## config.mk

```make
export PLATFORM = sky130hd
export DESIGN_NAME = ssdii_queue
export DESIGN_NICKNAME = d
export VERILOG_FILES = /design/src/rtl/ssdii_pkg.sv /design/src/rtl/ssdii_queue.sv
export SDC_FILE = /design/constraint.sdc
export NUM_CORES = 1
export LEC_CHECK = 0
export BUFFER_PORTS_ARGS = -buffer_cell sky130_fd_sc_hd__buf_2
export CORE_MARGIN = 2
export CORE_UTILIZATION = 50
export CTS_CLUSTER_DIAMETER = 60
export CTS_CLUSTER_SIZE = 10
export DETAILED_ROUTE_END_ITERATION = 8
export PLACE_DENSITY_LB_ADDON = 0.2
export SKIP_CTS_REPAIR_TIMING = 1
export SYNTH_ARGS = -nofsm -noshare
export SYNTH_HDL_FRONTEND = slang
export SYNTH_SLANG_ARGS = --single-unit
```

## constraint.sdc

```tcl
create_clock -name clk -period 2.5 [get_ports clk]
set_clock_uncertainty 0.05 [all_clocks]
set_input_delay 0.125 -clock clk [delete_from_list [all_inputs] [get_ports clk]]
set_output_delay 0.125 -clock clk [all_outputs]
set_load 0.05 [all_outputs]
```

## src/rtl/ssdii_pkg.sv

```systemverilog
// Shared constants, types and helpers for the shifted squared-difference integral image.
package ssdii_pkg;

  localparam int SAMPLE_BITS_DEF  = 16;
  localparam int MAX_CHANNELS_DEF = 4;
  localparam int MAX_COLUMNS_DEF  = 1024;
  localparam int QUEUE_DEPTH_DEF  = 4;

  localparam int PORT_CHANNELS = 4;
  localparam int ACC_BITS      = 63;
  localparam int CH_BITS       = 3;
  localparam int ROW_W_BITS    = 11;
  localparam int NOISE_BITS    = 32;
  localparam int OFF_BITS      = NOISE_BITS + CH_BITS;
  localparam int CFG_IDX_W     = 2;
  localparam int CFG_DATA_W    = 32;

  localparam logic [CFG_IDX_W-1:0] CFG_CHANNELS  = 2'd0;
  localparam logic [CFG_IDX_W-1:0] CFG_ROW_WIDTH = 2'd1;
  localparam logic [CFG_IDX_W-1:0] CFG_NOISE     = 2'd2;

  localparam logic [CH_BITS-1:0]    CHANNELS_RST  = 3'd1;
  localparam logic [ROW_W_BITS-1:0] ROW_WIDTH_RST = 11'd1024;
  localparam logic [NOISE_BITS-1:0] NOISE_RST     = 32'd0;

  localparam logic signed [ACC_BITS-1:0] SAT_HI = {1'b0, {(ACC_BITS-1){1'b1}}};
  localparam logic signed [ACC_BITS-1:0] SAT_LO = {1'b1, {(ACC_BITS-1){1'b0}}};

  typedef struct packed {
    logic first_row;
    logic sum_clear;
    logic last;
  } ctl_t;

  // width of one signed distance term
  function automatic int dist_width(input int sample_bits);
    int sum_w;
    sum_w = 2 * sample_bits + 3;
    return ((sum_w > OFF_BITS) ? sum_w : OFF_BITS) + 1;
  endfunction

  function automatic logic signed [ACC_BITS-1:0] sat63(input logic signed [ACC_BITS:0] v);
    if (v[ACC_BITS] != v[ACC_BITS-1]) begin
      return v[ACC_BITS] ? SAT_LO : SAT_HI;
    end
    return v[ACC_BITS-1:0];
  endfunction

endpackage

```

## src/rtl/ssdii_queue.sv

```systemverilog
// Small request queue between front and back.
module ssdii_queue #(
  parameter int WIDTH = 8,
  parameter int DEPTH = ssdii_pkg::QUEUE_DEPTH_DEF
) (
  input  logic             clk,
  input  logic             rst,
  input  logic             push_valid,
  output logic             push_ready,
  input  logic [WIDTH-1:0] push_data,
  output logic             pop_valid,
  input  logic             pop_ready,
  output logic [WIDTH-1:0] pop_data
);

  localparam int PTR_W = (DEPTH > 1) ? $clog2(DEPTH) : 1;
  localparam int CNT_W = $clog2(DEPTH + 1);

  logic [WIDTH-1:0] slots [DEPTH];
  logic [PTR_W-1:0] wr_ptr;
  logic [PTR_W-1:0] rd_ptr;
  logic [CNT_W-1:0] count;
  logic             push;
  logic             pop;

  assign push_ready = (count != CNT_W'(DEPTH));
  assign pop_valid  = (count != '0);
  assign push       = push_valid && push_ready;
  assign pop        = pop_valid && pop_ready;
  assign pop_data   = slots[rd_ptr];

  always_ff @(posedge clk) begin
    if (rst) begin
      wr_ptr <= '0;
      rd_ptr <= '0;
      count  <= '0;
    end else begin
      if (push) begin
        wr_ptr <= (wr_ptr == PTR_W'(DEPTH - 1)) ? '0 : PTR_W'(wr_ptr + 1'b1);
      end
      if (pop) begin
        rd_ptr <= (rd_ptr == PTR_W'(DEPTH - 1)) ? '0 : PTR_W'(rd_ptr + 1'b1);
      end
      if (push && !pop) begin
        count <= CNT_W'(count + 1'b1);
      end else if (pop && !push) begin
        count <= CNT_W'(count - 1'b1);
      end
    end
  end

  always_ff @(posedge clk) begin
    if (push) begin
      slots[wr_ptr] <= push_data;
    end
  end

endmodule

```

==> metrics.cfg <==
[hold_path]
min_path_cells = 3
worstHoldStart = push_valid
whs_endpoint = wr_ptr[0]
hp-class = in -> reg

[grt]
grt_pass1_vias = 910
grt_use_total_pct = 15.5
grt.overflow.total = 0
grt_max_degree = 14
antenna_found_initial = 0
grt_pass1_wl_mm = 3.93

[drt]
vias = 872
post_drt_via_cell_ratio = 5.16
drc = 0
routed_wl_mm = 2.55
drt_iter0_drc = 22
firstDrtPassIters = 4
ant_nets = 0
wl_per_cell_um = 15.1

[floorplanning]
die_width_um = 61.2
num_io_pins = 22
die_area_mm2 = 0.00374
die_y_um = 61.2
start_util_pct = 53.1
core-area_mm2 = 0.00308
fp-row-count = 20

[yosys]
synth_common_cells = 32 x edfxtp_1, 9 x dfxtp_1, 8 x mux4_2
syn-num-nets = 109
yosys.cell_count.top_type = edfxtp_1
yosys_warnings = 0
ys.flop_type = edfxtp_1
netlist_top_cells_area = edfxtp_1 59%, dfxtp_1 11%, mux4_2 11%, ha_1 4.6%, mux2i_1 1.8%
synthesis.area_mm2 = 0.00163
yosysTopAreaCell = edfxtp_1
synth.distinct_cells = 26
syn_inst = 90
synth_area_per_cell_um2 = 18.2
ys_seq_area_share_pct = 69.8
synth-seq-cells = 41
synth_async_sr_flop_share_pct = 0
synth-edff-count = 32
yosysTopAreaCellShare_pct = 58.8

[power_and_ir_drop]
p_leak_nw = 0.726
p_per_area_mw_per_mm2 = 1030
peakVddDrop_v = 0.000779

[place]
portBuffers = 21
hpwl_mm = 1.71
gp_congestion = 0.739
placed_cell_area_mm2 = 0.00178

[worst_setup_path]
worst_ep_required_time_ps = 2730
rr_startpoint = count[0]
endpoint_kind = flop
cp-start-kind = flop
slowest_stage = dfxtp_1
crit_type = reg -> reg
crit_chain = or3b_4 > and2_4 > ha_1 > inv_1 > fa_1 > xor2_1 > or3_2 > a21oi_1
crit_arrival_ps = 2540
cp_num_buf_inv = 1
crit_path_max_fanout = 7
r2r_end = count[2]
worst-r2r-setup-slack_ps = 180
rr_worst_depth = 8
cp_slowest_stage_delay_ps = 470
critical_path.top_delay_family = simple AND/OR/NAND/NOR gates

[timing]
timing.fmax_mhz = 432
timing.final.hold_violations = 0
finalMaxSlewViolations = 0
finalCritPeriodShare_pct = 92.6
setup_viol = 0
fin_setup_tns_ps = 0
tightest_slew_ps = 537
layout_min_cycle_time_ps = 2320
rsz0062_at_grt = no
slew_headroom_pct = 64.1

[cells_and_area]
fillers = 232
antenna_cells = 0
layout.nets = 143
design_area_mm2 = 0.00194
drive_gt1_share_pct = 37.6
area_growth_pct = 18.8

[run_status]
outcome = finished, final reports clean

[cts]
clkTransAtPathRegs_ps = 120
ctsHtreeMaxLevel = 2
clkLatencyLatePin_ps = 340
cts-root-buf = clkbuf_4
cts_buffers = 5
cts.sinks = 41
cts_tree = done
clk_path_buf_depth = 2

[run]
drv_cap = 0

==> registers in the layout, indices dropped and copies added (netlist names), named ones only <==
register and count:
rd_ptr 2, wr_ptr 2, count 3, slots 32
==> cell families after synthesis <==
logic type,share of synthesized area (%)
buf+inv,1.76
simple gates,6.51
flops,69.8
fa+ha+maj,5.82
compound gates,2.14
mux,12.9
xor+xnor,1.07
==> area by class of cell <==
class	count	area [µm²]	area share, %
sequential	41	1140	58.8
clock inverter	2	13.8	0.709
timing repair buffer	31	203	10.4
tap	44	55.1	2.84
multi-input combinational	42	467	24.0
inverter	3	11.3	0.580
clock buffer	6	51.3	2.64
==> per-stage QoR <==
step | setup slack [ps] | util (%) | hold WS (ps) | total power, W | instances
global route | 61.0 | 63.1 | 57.4 | 0.00210 | 169
detailed placement | 192 | 58.0 | 298 | 0.00165 | 152
finish | 185 | 63.1 | 59.5 | 0.00199 | 169
CTS | 160 | 60.1 | -71.9 | 0.00199 | 160
floorplan | 85.1 | - | 174 | 0.00149 | 90
global placement | 309 | 58.0 | 286 | 0.00162 | 152
==> worst reg2reg max path, cell delays in order, from the launching register on <==
cell and delay [ps]:
dfxtp_1 470, or3b_4 210, and2_4 170, ha_1 180, inv_1 60, fa_1 370, xor2_1 170, or3_2 410
a21oi_1 170
==> worst max path at each step <==
stage                     startpoint        to  slack (ps)  depth (start not counted)
after floorplan             count[0]  count[2]          90                          9
after global placement      count[0]  count[2]         310                          8
after detailed placement    count[0]  count[2]         190                          8
after CTS                   count[0]  count[2]         160                          8
after global routing        count[0]  count[2]          60                          7
final                       count[0]  count[2]         180                          8
==> placed cells by master, fill, tap and decap left out <==
master / Yosys / final
nor3_1: 1 / 1
a21oi_1: 2 / 2
clkbuf_4: 0 / 5
xor2_1: 2 / 2
ha_1: 6 / 6
o21ai_0: 1 / 1
nand2b_1: 2 / 2
clkinv_4: 0 / 1
edfxtp_1: 32 / 32
dlygate4sd3_1: 0 / 9
nand2_1: 1 / 1
clkinv_2: 0 / 1
fa_1: 1 / 1
nand3_1: 1 / 1
mux2i_1: 3 / 3
mux4_2: 8 / 8
and3_2: 4 / 4
dfxtp_1: 9 / 9
clkbuf_8: 0 / 1
or3_2: 2 / 2
o31ai_2: 1 / 1
buf_4: 0 / 1
or3b_4: 0 / 1
nor2_1: 3 / 3
buf_2: 1 / 21
and2_4: 1 / 1
o31ai_1: 1 / 1
or3_1: 1 / 1
inv_1: 3 / 3
==> where the power goes <==
part / internal, W / leakage, nW / switching (W)
Combinational: 0.000271 / 0.320 / 0.000451
Clock: 0.000137 / 0.0382 / 0.000207
Sequential: 0.000837 / 0.367 / 0.0000879
Total: 0.00124 / 0.726 / 0.000746
==> metal layers <==
layer	track usage [%]	part of all wire, %	up-vias
li1	-	-	415
met1	18.0	43	430
met2	26.0	51	22
met3	5.04	4.3	5
met4	7.45	1.8	0
met5	0	0	-
Note: power is estimated with default switching activity, not from simulation.
