File: src/rtl/ssdii_pkg.sv
// Shared constants, types and helpers for the shifted squared-difference integral image.
package ssdii_pkg;

  localparam int SAMPLE_BITS_DEF  = 16;
  localparam int MAX_CHANNELS_DEF = 4;
  localparam int MAX_COLUMNS_DEF  = 1024;
  localparam int QUEUE_DEPTH_DEF  = 4;

  localparam int PORT_CHANNELS = 4;
  localparam int ACC_BITS      = 63;
  localparam int CH_BITS       = 3;
  localparam int ROW_W_BITS    = 11;
  localparam int NOISE_BITS    = 32;
  localparam int OFF_BITS      = NOISE_BITS + CH_BITS;
  localparam int CFG_IDX_W     = 2;
  localparam int CFG_DATA_W    = 32;

  localparam logic [CFG_IDX_W-1:0] CFG_CHANNELS  = 2'd0;
  localparam logic [CFG_IDX_W-1:0] CFG_ROW_WIDTH = 2'd1;
  localparam logic [CFG_IDX_W-1:0] CFG_NOISE     = 2'd2;

  localparam logic [CH_BITS-1:0]    CHANNELS_RST  = 3'd1;
  localparam logic [ROW_W_BITS-1:0] ROW_WIDTH_RST = 11'd1024;
  localparam logic [NOISE_BITS-1:0] NOISE_RST     = 32'd0;

  localparam logic signed [ACC_BITS-1:0] SAT_HI = {1'b0, {(ACC_BITS-1){1'b1}}};
  localparam logic signed [ACC_BITS-1:0] SAT_LO = {1'b1, {(ACC_BITS-1){1'b0}}};

  typedef struct packed {
    logic first_row;
    logic sum_clear;
    logic last;
  } ctl_t;

  // width of one signed distance term
  function automatic int dist_width(input int sample_bits);
    int sum_w;
    sum_w = 2 * sample_bits + 3;
    return ((sum_w > OFF_BITS) ? sum_w : OFF_BITS) + 1;
  endfunction

  function automatic logic signed [ACC_BITS-1:0] sat63(input logic signed [ACC_BITS:0] v);
    if (v[ACC_BITS] != v[ACC_BITS-1]) begin
      return v[ACC_BITS] ? SAT_LO : SAT_HI;
    end
    return v[ACC_BITS-1:0];
  endfunction

endpackage

File: src/rtl/ssdii_front.sv
// Front end: configuration registers, request intake, column tracking and distance term.
module ssdii_front #(
  parameter int SAMPLE_BITS  = ssdii_pkg::SAMPLE_BITS_DEF,
  parameter int MAX_CHANNELS = ssdii_pkg::MAX_CHANNELS_DEF,
  parameter int MAX_COLUMNS  = ssdii_pkg::MAX_COLUMNS_DEF,
  localparam int COL_W = $clog2(MAX_COLUMNS),
  localparam int D_W   = ssdii_pkg::dist_width(SAMPLE_BITS)
) (
  input  logic                                 clk,
  input  logic                                 rst,
  input  logic                                 cfg_valid,
  output logic                                 cfg_ready,
  input  logic [ssdii_pkg::CFG_IDX_W-1:0]      cfg_index,
  input  logic [ssdii_pkg::CFG_DATA_W-1:0]     cfg_data,
  input  logic                                 in_valid,
  output logic                                 in_ready,
  input  logic                                 frame_start,
  input  logic signed [SAMPLE_BITS-1:0]        ref_ch [ssdii_pkg::PORT_CHANNELS],
  input  logic signed [SAMPLE_BITS-1:0]        shifted_ch [ssdii_pkg::PORT_CHANNELS],
  output logic                                 q_valid,
  input  logic                                 q_ready,
  output logic signed [D_W-1:0]                q_dist,
  output logic [COL_W-1:0]                     q_col,
  output ssdii_pkg::ctl_t                      q_ctl
);

  localparam int SQ_W   = 2 * SAMPLE_BITS + 1;
  localparam int PROD_W = 2 * SAMPLE_BITS + 2;
  localparam int SUM_W  = SQ_W + 2;
  localparam int WCMP_W = (COL_W + 1 > ssdii_pkg::ROW_W_BITS) ? COL_W + 1 : ssdii_pkg::ROW_W_BITS;
  localparam int OFF_W  = ssdii_pkg::OFF_BITS;

  logic [ssdii_pkg::CH_BITS-1:0]    channels_in_use;
  logic [ssdii_pkg::ROW_W_BITS-1:0] row_width;
  logic [ssdii_pkg::NOISE_BITS-1:0] noise_offset;

  logic [ssdii_pkg::CH_BITS-1:0] ch_eff;
  logic [WCMP_W-1:0]             w_ext;
  logic [COL_W-1:0]              w_last;

  logic [COL_W-1:0] column_position;
  logic             in_first_row;
  logic [COL_W-1:0] cp_eff;
  logic             first_eff;
  logic [COL_W-1:0] col;
  logic             last;
  logic             accept;

  logic signed [SAMPLE_BITS:0] diff [MAX_CHANNELS];
  logic signed [PROD_W-1:0]    prod [MAX_CHANNELS];
  logic [SQ_W-1:0]             sq_in [MAX_CHANNELS];
  logic [SQ_W-1:0]             sq_r [MAX_CHANNELS];
  logic [SUM_W-1:0]            sq_sum;
  logic [OFF_W-1:0]            off;

  assign cfg_ready = 1'b1;

  always_ff @(posedge clk) begin
    if (rst) begin
      channels_in_use <= ssdii_pkg::CHANNELS_RST;
      row_width       <= ssdii_pkg::ROW_WIDTH_RST;
      noise_offset    <= ssdii_pkg::NOISE_RST;
    end else if (cfg_valid && cfg_ready) begin
      case (cfg_index)
        ssdii_pkg::CFG_CHANNELS:  channels_in_use <= cfg_data[ssdii_pkg::CH_BITS-1:0];
        ssdii_pkg::CFG_ROW_WIDTH: row_width <= cfg_data[ssdii_pkg::ROW_W_BITS-1:0];
        ssdii_pkg::CFG_NOISE:     noise_offset <= cfg_data[ssdii_pkg::NOISE_BITS-1:0];
        default: ;
      endcase
    end
  end

  always_comb begin
    if (channels_in_use == '0) begin
      ch_eff = ssdii_pkg::CH_BITS'(1);
    end else if (channels_in_use > ssdii_pkg::CH_BITS'(MAX_CHANNELS)) begin
      ch_eff = ssdii_pkg::CH_BITS'(MAX_CHANNELS);
    end else begin
      ch_eff = channels_in_use;
    end
    w_ext = WCMP_W'(row_width);
    if (w_ext == '0) begin
      w_last = '0;
    end else if (w_ext > WCMP_W'(MAX_COLUMNS)) begin
      w_last = COL_W'(MAX_COLUMNS - 1);
    end else begin
      w_last = COL_W'(w_ext - 1'b1);
    end
  end

  // column of this request, width shrink clamps to the last column
  always_comb begin
    cp_eff    = frame_start ? '0 : column_position;
    first_eff = frame_start | in_first_row;
    col       = (cp_eff > w_last) ? w_last : cp_eff;
    last      = (col == w_last);
  end

  assign in_ready = !q_valid || q_ready;
  assign accept   = in_valid && in_ready;

  always_comb begin
    for (int k = 0; k < MAX_CHANNELS; k++) begin
      diff[k]  = (SAMPLE_BITS + 1)'(ref_ch[k]) - (SAMPLE_BITS + 1)'(shifted_ch[k]);
      prod[k]  = PROD_W'(diff[k]) * PROD_W'(diff[k]);
      sq_in[k] = (ssdii_pkg::CH_BITS'(k) < ch_eff) ? prod[k][SQ_W-1:0] : '0;
    end
  end

  always_ff @(posedge clk) begin
    if (rst) begin
      q_valid         <= 1'b0;
      column_position <= '0;
      in_first_row    <= 1'b1;
    end else begin
      if (accept) begin
        q_valid <= 1'b1;
        if (last) begin
          column_position <= '0;
          in_first_row    <= 1'b0;
        end else begin
          column_position <= COL_W'(col + 1'b1);
          in_first_row    <= first_eff;
        end
      end else if (q_ready) begin
        q_valid <= 1'b0;
      end
    end
  end

  always_ff @(posedge clk) begin
    if (accept) begin
      sq_r            <= sq_in;
      q_col           <= col;
      q_ctl.first_row <= first_eff;
      q_ctl.sum_clear <= (cp_eff == '0);
      q_ctl.last      <= last;
    end
  end

  always_comb begin
    sq_sum = '0;
    for (int k = 0; k < MAX_CHANNELS; k++) begin
      sq_sum = sq_sum + SUM_W'(sq_r[k]);
    end
    off = '0;
    if (ch_eff[0]) off = off + OFF_W'(noise_offset);
    if (ch_eff[1]) off = off + (OFF_W'(noise_offset) << 1);
    if (ch_eff[2]) off = off + (OFF_W'(noise_offset) << 2);
    q_dist = D_W'(sq_sum) - D_W'(off);
  end

`ifndef ASSERT_OFF
  a_last_wraps: assert property (@(posedge clk) disable iff (rst)
    accept && last |=> column_position == '0 && !in_first_row)
    else $error("row end did not restart column");
  a_col_steps: assert property (@(posedge clk) disable iff (rst)
    accept && !last |=> column_position == COL_W'($past(col) + 1'b1))
    else $error("column did not advance by one");
`endif

endmodule

File: config.mk
export PLATFORM = sky130hd
export DESIGN_NAME = ssdii_front
export DESIGN_NICKNAME = d
export VERILOG_FILES = /design/src/rtl/ssdii_pkg.sv /design/src/rtl/ssdii_front.sv
export SDC_FILE = /design/constraint.sdc
export NUM_CORES = 2
export LEC_CHECK = 0
export CORE_UTILIZATION = 52
export DETAILED_ROUTE_END_ITERATION = 6
export DONT_BUFFER_PORTS = 1
export HOLD_SLACK_MARGIN = 0.08
export PLACE_DENSITY = 0.76
export RECOVER_POWER = 50
export REMOVE_ABC_BUFFERS = 1
export SLEW_MARGIN = 20
export SYNTH_ARGS = -nofsm -noshare
export SYNTH_HDL_FRONTEND = slang
export SYNTH_SLANG_ARGS = --single-unit
File: constraint.sdc
create_clock -name clk -period 12.25 [get_ports clk]
set_input_delay 1.8375 -clock clk [delete_from_list [all_inputs] [get_ports clk]]
set_output_delay 1.8375 -clock clk [all_outputs]
set_load 0.01 [all_outputs]
==> flow_summary.ini <==
[critical_path]
cp_data_required_time_ns = 10.41
crit_type = register to primary output
cpMaxStageDelayCell = o41ai_4
arrival_ns = 9.63
cp-start-kind = register
crit_path_max_fanout = 7
end_kind = primary output
max_stage_delay_ns = 0.56

[timing]
maxSlewViolCount = 148
finalHoldViolations = 0
rsz0062_at_grt = false
tns_ns = 0
finalSetupViolations = 0
holdWs_ns = 0.443
skew_ns = 0.0132
fin_crit_sh_pct = 93.6
max_freq_mhz = 87.2
setup_ws_ns = 0.778
period_minus_slack_ns = 11.47
relSlewSlack_pct = -179
tightest_slew_ns = 4.16

[clock_tree]
clockBufferDepth = 2
cts_sinks = 199
path_clk_slew_ns = 0.08
cts_buffers = 17
insertion_delay_ns = 0.50
cts-resized-gates = 0
cts_tree = done
cts_htree_levels = 4
clock-root-buffer = clkbuf_16
post-cts-setup-buffers = 0
hold_buffers = 0

[yosys]
synth_area_leader_cell = fa_1
synth.top_cell.area_share_pct = 41.4
yosysSeqAreaShare_pct = 9.63
ys_top_cells_by_area = fa_1 41%, ha_1 11%, inv_1 10%
avgSynthCellArea_um2 = 9.06
ys_ff_latch = 199
synth_edf_count = 141
async_flop_share_pct = 0
synth-main-ff-cell = edfxtp_1
synth_cell_types = 103
yosysWarnings = 0
syn_area_um2 = 56000
syn_inst = 6182

[floorplan]
initial_core_util_pct = 52.4
core_area_um2 = 107000
die_y_um = 330
die-area_um2 = 109000
die_w_um = 330
boundaryPins = 220
rows = 120

[global_route]
first_global_vias = 43126
grt_pass1_wl_mm = 221
grt_overflow = 0
grt_max_degree = 93
gr-usage-all-layers_pct = 25.7
antenna_found_initial = 18

[finish]
area_growth_pct = 4.08
layout-drive-gt1-share_pct = 2.75
stdcell_count = 7551
fillerInstances = 9467
nets = 7943

[place]
post-place-ws_ns = 1.03
placedCellCount = 7509
portBuffers = 0
gp_congestion = 0.953
dp_hpwl_mm = 115

[routing]
detail_route.iter0.violations = 2969
via_count = 41157
ant_nets = 0
wl_per_cell_um = 17.9
totalWireLength_mm = 135
viasPerCell = 5.45
remaining_drc_errors = 0
drt-pass1-iter-count = 5

[worst_hold_path]
hold_path_class = register to register

[outcome]
run_status = finished with violations
violations = capacitance limit, slew limit

[flow_run]
max_cap_violations = 2
[area by class of cell]
type | count | area (um2) | area share [%]
inverters | 1558 | 5850 | 10.0
repair buffers | 58 | 432 | 0.741
clock buffers | 19 | 453 | 0.777
diodes | 10 | 25.0 | 0.0429
multi-input cells | 4291 | 44200 | 75.9
flip-flops and latches | 199 | 5400 | 9.26
clock inverters | 13 | 148 | 0.253
well taps | 1403 | 1760 | 3.01
[Yosys cell counts, drive strengths merged, types with 8 or more instances]
cell type / count
o21bai: 30
nand2b: 48
dfxtp: 58
o31a: 8
a2111oi: 8
o31ai: 16
edfxtp: 141
clkbuf: 108
nor3: 72
ha: 492
nor3b: 13
and3: 29
inv: 1538
a21oi: 263
and2: 62
clkinv: 20
o21ai: 148
nand4: 17
nor2: 557
o211ai: 17
a21o: 111
nand3b: 8
xor2: 100
a31oi: 19
a211oi: 29
xnor2: 194
o21a: 49
nand2: 542
nand3: 62
or2: 15
nor4: 13
fa: 1158
or3: 19
o41ai: 10
buf: 26
nor2b: 54
mux2i: 14
a211o: 9
[kinds of logic after synthesis]
family / count (synthesis) / synth area share, %
AOI/OAI and AO/OA: 799 / 9.47
xor gates and xnor gates: 294 / 4.67
adders and majority gates: 1652 / 52.4
buffers and inverters: 1692 / 11.4
DFF: 199 / 9.63
muxes: 19 / 0.351
other: 2 / 0.0134
and+or+nand+nor: 1525 / 12.0
[metal layers]
layer	global-route usage (%)	part of all wire, %	up-vias
li1	-	-	18906
met1	34.0	41	20664
met2	43.3	48	1310
met3	4.61	7.3	261
met4	7.26	2.8	16
met5	0	0.078	-
[critical path: cells and delay by family, from the launching register on]
| kind | cells | cell delay [ns] |
|---|---|---|
| adders and majority gates | 7 | 2.93 |
| xor gates and xnor gates | 2 | 0.31 |
| muxes | 1 | 0.18 |
| DFF | 1 | 0.39 |
| and+or+nand+nor | 5 | 0.86 |
| buffers and inverters | 4 | 0.31 |
| AOI/OAI and AO/OA | 19 | 4.15 |
[cell usage in the layout, fill, tap and decap left out, drive strengths merged, types with 9 or more instances in the layout]
master  netlist  layout
dfxtp        58      58
mux2i        14      14
and3         29      29
a211oi       29      29
or2          15      15
nand2b       48      48
fa         1158    1158
o31ai        16      16
nor2        557     557
diode         0      10
xnor2       194     194
nor4         13      13
buf          26      57
ha          492     492
o211ai       17      17
o21bai       30      30
nand4        17      17
nor3         72      72
and2         62      62
a21o        111     111
o41ai        10      10
xor2        100     100
inv        1538    1546
nand3        62      62
nor3b        13      13
clkbuf      108      20
a31oi        19      19
o21ai       148     148
edfxtp      141     141
or3          19      19
a211o         9       9
o21a         49      49
nor2b        54      54
a21oi       263     263
clkinv       20      23
nand2       542     542
[through the flow]
step	utilization (%)	area [um2]
after detailed placement	54.0	57700
after floorplan	-	55500
after CTS	54.5	58300
final	54.5	58300
after global routing	54.5	58300
after global placement	54.0	57700
[final timing paths]
check / from / end / slack [ns] / cells after the start
max: channels_in_use[0] / q_dist[35] / 0.78 / 38
min: column_position[3] / column_position[3] / 0.44 / 2
max reg2reg: q_valid / sq_r[33] / 5.54 / 4
min reg2reg: column_position[3] / column_position[3] / 0.44 / 2
[sequential cells by signal (all words and copies together) (netlist names)]
name	cells
channels_in_use	3
column_position	10
in_first_row	1
noise_offset	32
q_col	10
q_ctl	3
q_valid	1
row_width	11
sq_r	128
Power is not shown: default switching activity piles up to over one toggle a cycle in this logic, so the estimate is an artifact.
